`src/sv/tas_pkg.sv`:
```
// Shared types and constants for the threshold alarm set.
package tas_pkg;

	// Configuration register indexes
	localparam int CFG_INDEX_W = 2;
	localparam logic [CFG_INDEX_W-1:0] REG_THRESHOLD = 2'd0;
	localparam logic [CFG_INDEX_W-1:0] REG_CAPACITY  = 2'd1;

	localparam int CFG_DATA_W = 16;
	localparam logic [4:0] CAPACITY_RESET = 5'd16;

	// Operation codes carried by an input item
	typedef enum logic [1:0] {
		OP_EVENT  = 2'd0,
		OP_ADD    = 2'd1,
		OP_REMOVE = 2'd2,
		OP_QUERY  = 2'd3
	} op_t;

	// Sequencer states
	typedef enum logic [1:0] {
		S_IDLE,
		S_SCAN,
		S_DONE
	} state_t;

	typedef struct packed {
		logic [1:0]         operation;
		logic [15:0]        sensor_id;
		logic               is_temperature;
		logic signed [15:0] reading;
	} in_item_t;

	typedef struct packed {
		logic       was_present;
		logic       success;
		logic       alarm_on;
		logic       alarm_off;
		logic       set_full;
		logic [4:0] active_count;
	} out_item_t;

endpackage

```
`src/sv/threshold_alarm_set_core.sv`:
```
// Threshold alarm set: a bounded set of active sensor ids kept in a chain of
// table cells. An accepted item's id walks down the chain one cell per cycle;
// each cell compares it with its entry and the token also picks up the last
// entry, needed to fill the hole on a delete. After the walk a decision step
// decides the operation, writes one slot and loads the result register once
// the output register is free. The input is stalled from acceptance until the
// result is loaded, so a new item is not taken before the last one is through.
// A finished result waits in the output register while the next item is taken.
// Configuration writes are accepted at any time and must only be issued while
// the block is idle.
module threshold_alarm_set_core #(
	parameter int TABLE_DEPTH = 16,
	parameter int ID_WIDTH    = 16
) (
	input  logic                                 clk,
	input  logic                                 arst_n,
	input  logic                                 in_valid,
	output logic                                 in_stall,
	input  tas_pkg::in_item_t                    in_item,
	output logic                                 out_valid,
	input  logic                                 out_stall,
	output tas_pkg::out_item_t                   out_item,
	input  logic                                 cfg_valid,
	output logic                                 cfg_ready,
	input  logic [tas_pkg::CFG_INDEX_W-1:0]      cfg_index,
	input  logic [tas_pkg::CFG_DATA_W-1:0]       cfg_data
);

	import tas_pkg::*;

	localparam int SW = (TABLE_DEPTH > 1) ? $clog2(TABLE_DEPTH) : 1;
	localparam int CW = $clog2(TABLE_DEPTH + 1);

	state_t state_q, state_d;

	logic               in_fire;
	logic [31:0]        id_ext;
	logic [ID_WIDTH-1:0] key_in;

	// configuration registers
	logic signed [15:0] thr_q;
	logic [4:0]         cap_q;
	logic [31:0]        cap_ext;
	logic [31:0]        cap_eff;

	// item held during the walk
	op_t                 op_q;
	logic                temp_q;
	logic                gt_q;
	logic [ID_WIDTH-1:0] key_q;

	// walk result
	logic                hit_q;
	logic [SW-1:0]       slot_q;
	logic [ID_WIDTH-1:0] last_q;

	logic [CW-1:0] count_q, count_d;
	logic [31:0]   cnt_ext;

	// decision
	logic can_ins, do_ins, do_del, ok, on, off, full;
	logic out_load;
	logic                wr_en;
	logic [SW-1:0]       wr_slot;
	logic [ID_WIDTH-1:0] wr_data;

	logic      out_valid_q;
	out_item_t out_item_q;

	// cell chain wiring
	logic                vld_c  [0:TABLE_DEPTH];
	logic [ID_WIDTH-1:0] key_c  [0:TABLE_DEPTH];
	logic                hit_c  [0:TABLE_DEPTH];
	logic [SW-1:0]       slot_c [0:TABLE_DEPTH];
	logic [ID_WIDTH-1:0] last_c [0:TABLE_DEPTH];

	assign in_fire   = in_valid && !in_stall;
	assign cfg_ready = 1'b1;

	// Keep the low ID_WIDTH bits of the id
	assign id_ext = 32'(in_item.sensor_id);
	assign key_in = id_ext[ID_WIDTH-1:0];

	// Configuration register writes
	always_ff @(posedge clk or negedge arst_n) begin
		if (!arst_n) begin
			thr_q <= '0;
			cap_q <= CAPACITY_RESET;
		end else if (cfg_valid && cfg_ready) begin
			unique case (cfg_index)
				REG_THRESHOLD: thr_q <= $signed(cfg_data);
				REG_CAPACITY:  cap_q <= cfg_data[4:0];
				default: ;
			endcase
		end
	end

	// Usable capacity: zero counts as one, saturate at the table depth
	assign cap_ext = 32'(cap_q);
	always_comb begin
		if (cap_ext == 32'd0) begin
			cap_eff = 32'd1;
		end else if (cap_ext > 32'(TABLE_DEPTH)) begin
			cap_eff = 32'(TABLE_DEPTH);
		end else begin
			cap_eff = cap_ext;
		end
	end

	// Inject the search token at the head of the chain
	assign vld_c[0]  = in_fire;
	assign key_c[0]  = key_in;
	assign hit_c[0]  = 1'b0;
	assign slot_c[0] = '0;
	assign last_c[0] = '0;

	for (genvar i = 0; i < TABLE_DEPTH; i++) begin : g_cell
		tas_cell #(
			.IDX      (i),
			.ID_WIDTH (ID_WIDTH),
			.SW       (SW),
			.CW       (CW)
		) u_cell (
			.clk     (clk),
			.arst_n  (arst_n),
			.vld_i   (vld_c[i]),
			.key_i   (key_c[i]),
			.hit_i   (hit_c[i]),
			.slot_i  (slot_c[i]),
			.last_i  (last_c[i]),
			.vld_o   (vld_c[i+1]),
			.key_o   (key_c[i+1]),
			.hit_o   (hit_c[i+1]),
			.slot_o  (slot_c[i+1]),
			.last_o  (last_c[i+1]),
			.count   (count_q),
			.wr_en   (wr_en),
			.wr_slot (wr_slot),
			.wr_data (wr_data)
		);
	end

	// Hold the item fields for the decision step
	always_ff @(posedge clk) begin
		if (in_fire) begin
			op_q   <= op_t'(in_item.operation);
			temp_q <= in_item.is_temperature;
			gt_q   <= in_item.reading > thr_q;
			key_q  <= key_in;
		end
	end

	// Capture the token at the end of the chain
	always_ff @(posedge clk) begin
		if (vld_c[TABLE_DEPTH]) begin
			hit_q  <= hit_c[TABLE_DEPTH];
			slot_q <= slot_c[TABLE_DEPTH];
			last_q <= last_c[TABLE_DEPTH];
		end
	end

	// Next state
	always_comb begin
		state_d = state_q;
		unique case (state_q)
			S_IDLE: if (in_valid) state_d = S_SCAN;
			S_SCAN: if (vld_c[TABLE_DEPTH]) state_d = S_DONE;
			S_DONE: if (!out_valid_q || !out_stall) state_d = S_IDLE;
			default: state_d = S_IDLE;
		endcase
	end

	always_ff @(posedge clk or negedge arst_n) begin
		if (!arst_n) begin
			state_q <= S_IDLE;
		end else begin
			state_q <= state_d;
		end
	end

	// Sequencer outputs
	always_comb begin
		in_stall = 1'b1;
		out_load = 1'b0;
		unique case (state_q)
			S_IDLE: in_stall = 1'b0;
			S_SCAN: ;
			S_DONE: out_load = !out_valid_q || !out_stall;
			default: ;
		endcase
	end

	// Decide the operation from the walk result
	assign can_ins = 32'(count_q) < cap_eff;

	always_comb begin
		do_ins = 1'b0;
		do_del = 1'b0;
		ok     = 1'b0;
		on     = 1'b0;
		off    = 1'b0;
		full   = 1'b0;
		unique case (op_q)
			OP_EVENT: begin
				ok = 1'b1;
				if (temp_q) begin
					if (gt_q) begin
						if (!hit_q) begin
							do_ins = can_ins;
							on     = can_ins;
							full   = !can_ins;
						end
					end else if (hit_q) begin
						do_del = 1'b1;
						off    = 1'b1;
					end
				end
			end
			OP_ADD: begin
				if (hit_q) begin
					ok = 1'b1;
				end else begin
					do_ins = can_ins;
					ok     = can_ins;
					full   = !can_ins;
				end
			end
			OP_REMOVE: begin
				do_del = hit_q;
				ok     = hit_q;
			end
			OP_QUERY: ok = hit_q;
			default: ;
		endcase
	end

	// Insert at the fill count, or move the last entry into the freed slot
	assign wr_en   = out_load && (do_ins || do_del);
	assign wr_slot = do_ins ? count_q[SW-1:0] : slot_q;
	assign wr_data = do_ins ? key_q : last_q;

	always_comb begin
		if (do_ins) begin
			count_d = count_q + CW'(1);
		end else if (do_del) begin
			count_d = count_q - CW'(1);
		end else begin
			count_d = count_q;
		end
	end

	always_ff @(posedge clk or negedge arst_n) begin
		if (!arst_n) begin
			count_q <= '0;
		end else if (out_load) begin
			count_q <= count_d;
		end
	end

	assign cnt_ext = 32'(count_d);

	// Output register: load a result, drop it once the transaction completes
	always_ff @(posedge clk or negedge arst_n) begin
		if (!arst_n) begin
			out_valid_q <= 1'b0;
		end else if (out_load) begin
			out_valid_q <= 1'b1;
		end else if (!out_stall) begin
			out_valid_q <= 1'b0;
		end
	end

	always_ff @(posedge clk) begin
		if (out_load) begin
			out_item_q.was_present  <= hit_q;
			out_item_q.success      <= ok;
			out_item_q.alarm_on     <= on;
			out_item_q.alarm_off    <= off;
			out_item_q.set_full     <= full;
			out_item_q.active_count <= cnt_ext[4:0];
		end
	end

	assign out_valid = out_valid_q;
	assign out_item  = out_item_q;

endmodule

```
`src/sv/tas_cell.sv`:
```
// One slot of the id table: holds an entry and passes the search key to its neighbor.
module tas_cell #(
	parameter int IDX      = 0,
	parameter int ID_WIDTH = 16,
	parameter int SW       = 4,
	parameter int CW       = 5
) (
	input  logic                clk,
	input  logic                arst_n,
	// search token from the previous cell
	input  logic                vld_i,
	input  logic [ID_WIDTH-1:0] key_i,
	input  logic                hit_i,
	input  logic [SW-1:0]       slot_i,
	input  logic [ID_WIDTH-1:0] last_i,
	// search token to the next cell
	output logic                vld_o,
	output logic [ID_WIDTH-1:0] key_o,
	output logic                hit_o,
	output logic [SW-1:0]       slot_o,
	output logic [ID_WIDTH-1:0] last_o,
	// table state and write broadcast
	input  logic [CW-1:0]       count,
	input  logic                wr_en,
	input  logic [SW-1:0]       wr_slot,
	input  logic [ID_WIDTH-1:0] wr_data
);

	logic [ID_WIDTH-1:0] entry_q;
	logic                live;
	logic                is_last;
	logic                match;

	// Only slots below the fill count hold entries
	assign live    = CW'(IDX) < count;
	assign is_last = CW'(IDX + 1) == count;
	assign match   = vld_i && live && !hit_i && (entry_q == key_i);

	// Advance the token one cell
	always_ff @(posedge clk or negedge arst_n) begin
		if (!arst_n) begin
			vld_o <= 1'b0;
		end else begin
			vld_o <= vld_i;
		end
	end

	// Carry key, hit slot and the last entry along with the token
	always_ff @(posedge clk) begin
		key_o  <= key_i;
		hit_o  <= hit_i || match;
		slot_o <= match ? SW'(IDX) : slot_i;
		last_o <= is_last ? entry_q : last_i;
	end

	// Take a broadcast write addressed to this slot
	always_ff @(posedge clk) begin
		if (wr_en && (wr_slot == SW'(IDX))) begin
			entry_q <= wr_data;
		end
	end

endmodule

```
`config.mk`:
```
export PLATFORM = sky130hd
export DESIGN_NAME = threshold_alarm_set_core
export DESIGN_NICKNAME = d
export VERILOG_FILES = /design/src/sv/tas_pkg.sv /design/src/sv/threshold_alarm_set_core.sv /design/src/sv/tas_cell.sv
export SDC_FILE = /design/constraint.sdc
export NUM_CORES = 1
export LEC_CHECK = 0
export BUFFER_PORTS_ARGS = -buffer_cell sky130_fd_sc_hd__buf_2
export CAP_MARGIN = 20
export CORE_UTILIZATION = 30
export DETAILED_ROUTE_END_ITERATION = 10
export PLACE_DENSITY = 0.43
export SYNTH_ARGS = -nofsm -noshare
export SYNTH_HDL_FRONTEND = slang
export SYNTH_SLANG_ARGS = --single-unit
```
`constraint.sdc`:
```
create_clock -name clk -period 3.9 [get_ports clk]
set_input_delay 0.78 -clock clk [delete_from_list [all_inputs] [get_ports clk]]
set_output_delay 0.78 -clock clk [all_outputs]
set_load 0.01 [all_outputs]
```
==> run_results.csv, run 1 <==
group,metric,value,unit
synthesis,synth_top_family_by_area,"multiplexers",
setup_path,cp-start-kind,"flip-flop",
placement,hpwl,57500,microns
final_layout,finalNetCount,2162,
synthesis,synthArstFlopShare,4.93,%
timing,fin_crit,3.24,ns
setup_path,worstPathCellList,"ha_1 -> o21a_1 -> nor4b_2 -> a31oi_4 -> or3_1 -> o22ai_1 -> buf_4",
clocking,clk_pin_slew,0.07,ns
global_routing,grt_start_max_net_pins,46,
final_layout,syn_to_final_growth,18.4,%
pwr,p_sw,4.37,mW
drt,initialDrtViolationCount,866,
synthesis,synth_nets,2003,
floorplanning,start_util,30.4,%
placement,preCtsSetupSlack,0.728,ns
setup_path,critPathMaxFanout,21,
pwr,p_clk_share,47.6,%
pwr,p_comb_share,2.7,%
clocking,clockRootBuffer,"clkbuf_16",
timing,slew_viol_final,0,
synthesis,dominantRegCellSynth,"dfxtp_1",
pwr,internal-power,16.0,mW
job,cap_violations,0,
global_routing,grt_overflow_total,0,
pwr,ir_drop,0.000337,V
global_routing,grt_pass1_wl,115000,microns
final_layout,fill_cells,9449,
timing,period_share,83.0,%
global_routing,grt_pass1_vias,16200,
timing,fin_setup_tns,0,ns
drt,wl_per_cell,23.3,microns
clocking,h-tree-depth,3,
floorplanning,io-pin-count,71,
global_routing,grt_use_total,15.8,%
timing,holdWs,0.129,ns
clocking,cts_setup_buffers,0,
synthesis,synth_edf_count,307,
synthesis,synthMuxAreaShare,9.91,%
clocking,ctsHoldBuffers,0,
status,status,"completed",
timing,setup_viol,0,
timing,finalWorstSetupSlack,0.663,ns
placement,portBuffers,69,
clocking,tritoncts,"built",
setup_path,worst_path_max_delay_cell,"dfrtp_1",
synthesis,synth_compound_area_share,2.24,%
floorplanning,die_area,101000,sq um
setup_path,critical_path_class,"flip-flop to flip-flop",
synthesis,synth-xor-area-share,7.54,%
synthesis,ys_seq_area_share,72.0,%
setup_path,critical-path-max-stage-delay,0.72,ns
synthesis,ys_warn_count,0,
final_layout,multi_input_area,8060,sq um
timing,finalClockSkew,0.0382,ns
pwr,p_per_area,574,nW/um^2
pwr,pwr-share-seq,49.8,%
floorplanning,fp.dieW,318,microns
placement,gp_congestion,0.821,
synthesis,synth-simple-area-share,5.98,%
timing,hold_viol_final,0,
synthesis,synth_area_per_cell,15.6,sq um
timing,timing.fmax,309,MHz
pwr,leakage,13.5,nW
synthesis,ys_types,70,
clocking,numCtsBuffers,95,
synthesis,netlist_area,30000,sq um
global_routing,antenna_found_initial,6,
final_layout,layout-drive-gt1-share,26.9,%
synthesis,synth_cells,1920,
timing,relSlewSlack,24.4,%
clocking,clock_path_buffers,3,
timing,rsz0062_at_grt,"no",
floorplanning,die_y,318,microns
clocking,clock_sinks,913,
drt,via_per_inst,4.36,
clocking,clk_latency,0.67,ns
drt,ant_nets,0,
clocking,cts_resized,0,
setup_path,end_kind,"flip-flop",
final_layout,final-seq-area,21600,sq um
floorplanning,rows,115,
worst_hold_path,worstHoldPathType,"primary input to asynchronous set/reset pin",
drt,routed_wl,80400,microns
drt,firstDrtPassIters,5,
setup_path,cp.arrival,3.58,ns
timing,tightest_slew,1.13,ns
synthesis,synth-adder-area-share,1.04,%
drt,num_vias,15061,
drt,drc,0,
synthesis,ys_seq_elements,913,
setup_path,cp.required,4.24,ns
floorplanning,core_area,98700,sq um
pwr,power.share.switching,21.4,%
## path summary, 6_finish.rpt
path                                               end  slack (ns)                        from  depth (start not counted)
setup / recovery           g_cell[2].u_cell.entry_q[0]        0.66                  count_q[3]                          7
max in group asynchronous                     cap_q[4]        3.43                      arst_n                          2
setup reg to reg           g_cell[2].u_cell.entry_q[0]        0.66                  count_q[3]                          7
hold reg to reg             g_cell[13].u_cell.key_o[9]        0.35  g_cell[12].u_cell.key_o[9]                          0
min in group clk            g_cell[0].u_cell.key_o[10]        0.27                 in_item[27]                          1
hold / removal                  g_cell[8].u_cell.vld_o        0.13                      arst_n                          2
## power groups by stage
stage                     Sequential [mW]  Combinational [mW]  Clock, mW
after floorplan                      10.3               0.322          0
after global placement               10.4               0.549          0
after detailed placement             10.4               0.549          0
after CTS                            10.1               0.555       9.94
after global routing                 10.2               0.601       10.3
final                                10.1               0.544       9.69
## routing by layer
metal / up-vias / track usage, % / wire [microns]
met5: - / 0 / 0
met4: 0 / 3.30 / 1340
met3: 92 / 2.56 / 3080
met2: 318 / 27.1 / 39200
met1: 7526 / 21.0 / 36800
li1: 7125 / - / -
## stage by stage
step | total power, mW | instance area [sq um] | util, % | instances
floorplan | 10.6 | 30000 | - | 1920
global placement | 10.9 | 32000 | 32.4 | 3269
detailed placement | 10.9 | 32000 | 32.4 | 3269
CTS | 20.6 | 35500 | 35.9 | 3449
global route | 21.1 | 35500 | 35.9 | 3449
finish | 20.4 | 35500 | 35.9 | 3451
## synthesized netlist by cell type, drive strengths merged (15+ instances only)
cell | instances | area [sq um]
o21ai | 31 | 155
ha | 25 | 313
inv | 30 | 113
nor4 | 40 | 284
and2 | 15 | 93.8
edfxtp | 307 | 9220
mux2 | 262 | 2950
nor2b | 18 | 120
buf | 36 | 248
nand2 | 41 | 164
o22ai | 19 | 119
nor3 | 18 | 111
dfrtp | 44 | 1100
xnor2 | 115 | 1010
or2 | 41 | 257
xor2 | 143 | 1250
nand4 | 29 | 181
dfxtp | 561 | 11200
and3 | 20 | 125
## final cells by class
type                            instances  area share [%]
Timing Repair Buffer                  106            1.79
Multi-Input combinational cell        933            22.7
Clock inverter                         55            2.09
Tap cell                             1287            4.54
Antenna cell                            2          0.0141
Inverter                               30           0.317
Clock buffer                          125            7.71
Sequential cell                       913            60.8
## cells in the final DEF, fill, tap and decap left out, types with 6 or more instances in the layout
cell type / instances
nand2b_1: 11
nand4_1: 29
bufinv_16: 12
o22ai_2: 7
o22ai_1: 12
nor4_1: 36
o21ai_0: 28
buf_2: 69
dfrtp_1: 44
nor3_1: 15
mux2_2: 252
clkbuf_16: 99
nand3b_1: 9
buf_4: 36
clkinv_2: 22
nor2_1: 9
clkbuf_1: 10
clkinv_16: 6
xnor2_1: 115
or2_2: 31
inv_1: 29
nor2b_1: 17
dfxtp_1: 561
xor2_1: 143
nand4b_1: 8
nand2_1: 39
mux2_1: 10
and2_1: 15
ha_1: 25
nand3_1: 13
o21a_1: 7
clkinv_1: 8
and3_1: 20
a21oi_1: 10
edfxtp_1: 307
or2_1: 10
clkbuf_8: 16
## flip-flops by register name, summed over array words and instances (netlist names)
register	count
out_valid	1
g_cell.u_cell.hit_o	16
out_item	10
g_cell.u_cell.slot_o	49
g_cell.u_cell.vld_o	16
hit_q	1
gt_q	1
key_q	16
cap_q	5
temp_q	1
thr_q	16
state_q	2
g_cell.u_cell.last_o	256
g_cell.u_cell.key_o	240
slot_q	4
op_q	2
last_q	16
g_cell.u_cell.entry_q	256
count_q	5
## cells by family (layout without fill, tap and decap cells)
kind of cell,Yosys count,count (layout)
DFF,913,913
and+or+nand+nor,292,292
muxes,264,264
xor gates and xnor gates,258,258
AOI/OAI and AO/OA,93,93
buffers and inverters,74,316
adders and majority gates,25,25
other,1,3
## critical path, delay by kind of cell, from the launching register on
family / cells / cell delay [ns]
flip-flops: 1 / 0.72
adder cells (fa/ha/maj): 1 / 0.33
buffers and inverters: 1 / 0.30
AND/OR/NAND/NOR: 2 / 0.91
AO/OA/AOI/OAI: 3 / 0.61
Note: power is estimated with default switching activity, not from simulation.
==> run 2, diff against run 1 <==
--- a/config.mk
+++ b/config.mk
@@ -9,7 +9,7 @@
 export CAP_MARGIN = 20
 export CORE_UTILIZATION = 30
 export DETAILED_ROUTE_END_ITERATION = 10
-export PLACE_DENSITY = 0.43
+export PLACE_DENSITY = 0.45
 export SYNTH_ARGS = -nofsm -noshare
 export SYNTH_HDL_FRONTEND = slang
 export SYNTH_SLANG_ARGS = --single-unit
==> constraint.sdc (replaced) <==
create_clock -name clk -period 2.9 [get_ports clk]
set_input_delay 0.58 -clock clk [delete_from_list [all_inputs] [get_ports clk]]
set_output_delay 0.58 -clock clk [all_outputs]
set_load 0.01 [all_outputs]
==> run_results.csv, run 2 (synthesis results as in run 1) <==
group,metric,value,unit
final_layout,layout.cells.non_filler,3473,
setup_path,critical_path_buf_inv_count,3,
status,status,"completed",
placement,portBuffers,69,
timing,fin_setup_tns,0,ns
timing,finalClockSkew,0.0251,ns
setup_path,critical-path-max-stage-delay,0.40,ns
placement,post-place-cells,3296,
global_routing,grt_use_total,16.1,%
drt,drc,0,
global_routing,grt_overflow_total,0,
final_layout,fin_util,36.2,%
clocking,cts_setup_buffers,0,
setup_path,critical_path_class,"flip-flop to flip-flop",
clocking,clock_path_buffers,3,
clocking,clock_sinks,913,
pwr,p_comb_share,2.9,%
pwr,ir_drop,0.000420,V
pwr,p_sw,5.69,mW
setup_path,critical_path.top_delay_family,"buffers and inverters",
floorplanning,die_y,318,microns
setup_path,end_kind,"flip-flop",
final_layout,multi_input_area,8140,sq um
drt,ant_nets,0,
placement,gp_congestion,0.823,
final_layout,fill_cells,9430,
timing,holdWs,0.0805,ns
drt,num_vias,15317,
clocking,clk_pin_slew,0.06,ns
clocking,clk_latency,0.66,ns
placement,hpwl,58500,microns
floorplanning,io-pin-count,71,
final_layout,biggestRegsByFlops,"g_cell.u_cell.entry_q (256), g_cell.u_cell.last_o (256), g_cell.u_cell.key_o (240)",
timing,relSlewSlack,45.6,%
pwr,p_per_area,742,nW/um^2
final_layout,finalNetCount,2188,
setup_path,worst_path_max_delay_cell,"mux2_2",
clocking,h-tree-depth,3,
clocking,tritoncts,"built",
setup_path,critPathMaxFanout,19,
global_routing,grt_pass1_wl,117000,microns
timing,setup_viol,0,
timing,slew_viol_final,0,
global_routing,grt_pass1_vias,16264,
global_routing,grt_start_max_net_pins,36,
setup_path,crit_top_cell,"nand2_1",
final_layout,syn_to_final_growth,19.3,%
clocking,numCtsBuffers,92,
timing,tightest_slew,0.807,ns
drt,initialDrtViolationCount,1187,
floorplanning,die_area,101000,sq um
final_layout,final_common_cell,"dfxtp_1",
setup_path,cp-start-kind,"flip-flop",
final_layout,mostFrequentLayoutCells,"561 x dfxtp_1, 307 x edfxtp_1, 247 x mux2_2, 143 x xor2_1, 115 x xnor2_1",
pwr,leakage,13.6,nW
setup_path,cp.required,3.28,ns
setup_path,cp.arrival,3.17,ns
final_layout,fin_area,35800,sq um
placement,placed_area,32500,sq um
global_routing,antenna_found_initial,5,
floorplanning,rows,115,
timing,timing.fmax,358,MHz
drt,wl_per_cell,23.5,microns
worst_hold_path,worstHoldPathType,"primary input to flip-flop",
pwr,p_clk_share,45.8,%
setup_path,worstPathCellList,"inv_1 -> nand2_1 -> ha_1 -> nand2_1 -> a211o_1 -> a31oi_4 -> buf_4 -> mux2_2 -> buf_12",
final_layout,final-seq-area,21600,sq um
timing,fin_crit,2.79,ns
drt,routed_wl,81600,microns
timing,hold_viol_final,0,
pwr,pwr-share-seq,51.4,%
clocking,clockRootBuffer,"clkbuf_16",
floorplanning,fp.dieW,318,microns
job,cap_violations,0,
final_layout,layout-drive-gt1-share,27.4,%
timing,period_share,96.3,%
drt,via_per_inst,4.41,
drt,firstDrtPassIters,5,
pwr,power.share.switching,21.4,%
floorplanning,core_area,98700,sq um
pwr,internal-power,20.9,mW
floorplanning,start_util,30.4,%
## run 2: cell types whose count changed in the layout (fill, tap and decap cells not counted), sizes merged
| cell | delta |
|---|---|
| buf | +28 |
| clkinv | -12 |
| clkbuf | +6 |
| bufinv | -4 |
| inv | +4 |
| diode | -1 |
| dlygate4sd3 | +1 |
## run 2: final cells by class
class,instances,share of cell area (%)
repair buffers,135,3.28
diodes,1,0.00700
clock buffers,131,7.39
inverters,30,0.315
multi-input cells,933,22.8
flip-flops and latches,913,60.3
well taps,1287,4.50
clock inverters,43,1.40
## run 2: worst paths after layout
kind	start	end	slack [ns]	cells after the start
worst max-delay path	cap_q[4]	g_cell[11].u_cell.entry_q[12]	0.11	9
max in group asynchronous	arst_n	cap_q[4]	1.76	3
worst min register to register	g_cell[6].u_cell.key_o[4]	g_cell[7].u_cell.key_o[4]	0.35	0
min in group asynchronous	arst_n	g_cell[9].u_cell.vld_o	0.45	2
worst min-delay path	in_item[31]	g_cell[0].u_cell.key_o[14]	0.08	1
worst max register to register	cap_q[4]	g_cell[11].u_cell.entry_q[12]	0.11	9
## run 2: worst register-to-register path, delay by kind of cell (launching register included)
family,cells,cell delay [ns]
flops,1,0.38
compound gates,2,0.59
buf+inv,3,0.65
mux,1,0.41
simple gates,2,0.14
fa+ha+maj,1,0.34
## run 2: repair_timing
action / CTS / global route
gates cloned: 0 / 1
setup endpoints to repair: 4 / 260
hold buffers: 1 / 0
resized for setup: 1 / 20
hold endpoints to repair: 10 / 0
pin swaps: 0 / 1
## run 2: stage by stage
stage | setup WS (ns) | power [mW]
5_1_grt | -0.00487 | 27.5
4_1_cts | 0.00356 | 26.9
2_1_floorplan | -0.208 | 14.3
3_5_place_dp | 0.00397 | 14.7
6_report | 0.108 | 26.5
3_3_place_gp | 0.0206 | 14.7
## run 2: metal layers
layer | wire length, microns | global-route usage, % | vias up
li1 | - | - | 7187
met1 | 37200 | 21.4 | 7700
met2 | 39000 | 26.7 | 325
met3 | 3750 | 3.43 | 103
met4 | 1600 | 3.76 | 2
met5 | 9 | 0 | -
## run 2: power groups by stage
stage / registers (mW) / logic, mW / clock network [mW]
after floorplan: 13.8 / 0.433 / 0
after global placement: 13.9 / 0.752 / 0
after detailed placement: 13.9 / 0.756 / 0
after CTS: 13.6 / 0.765 / 12.5
after global routing: 13.7 / 0.847 / 13.0
final: 13.6 / 0.760 / 12.1
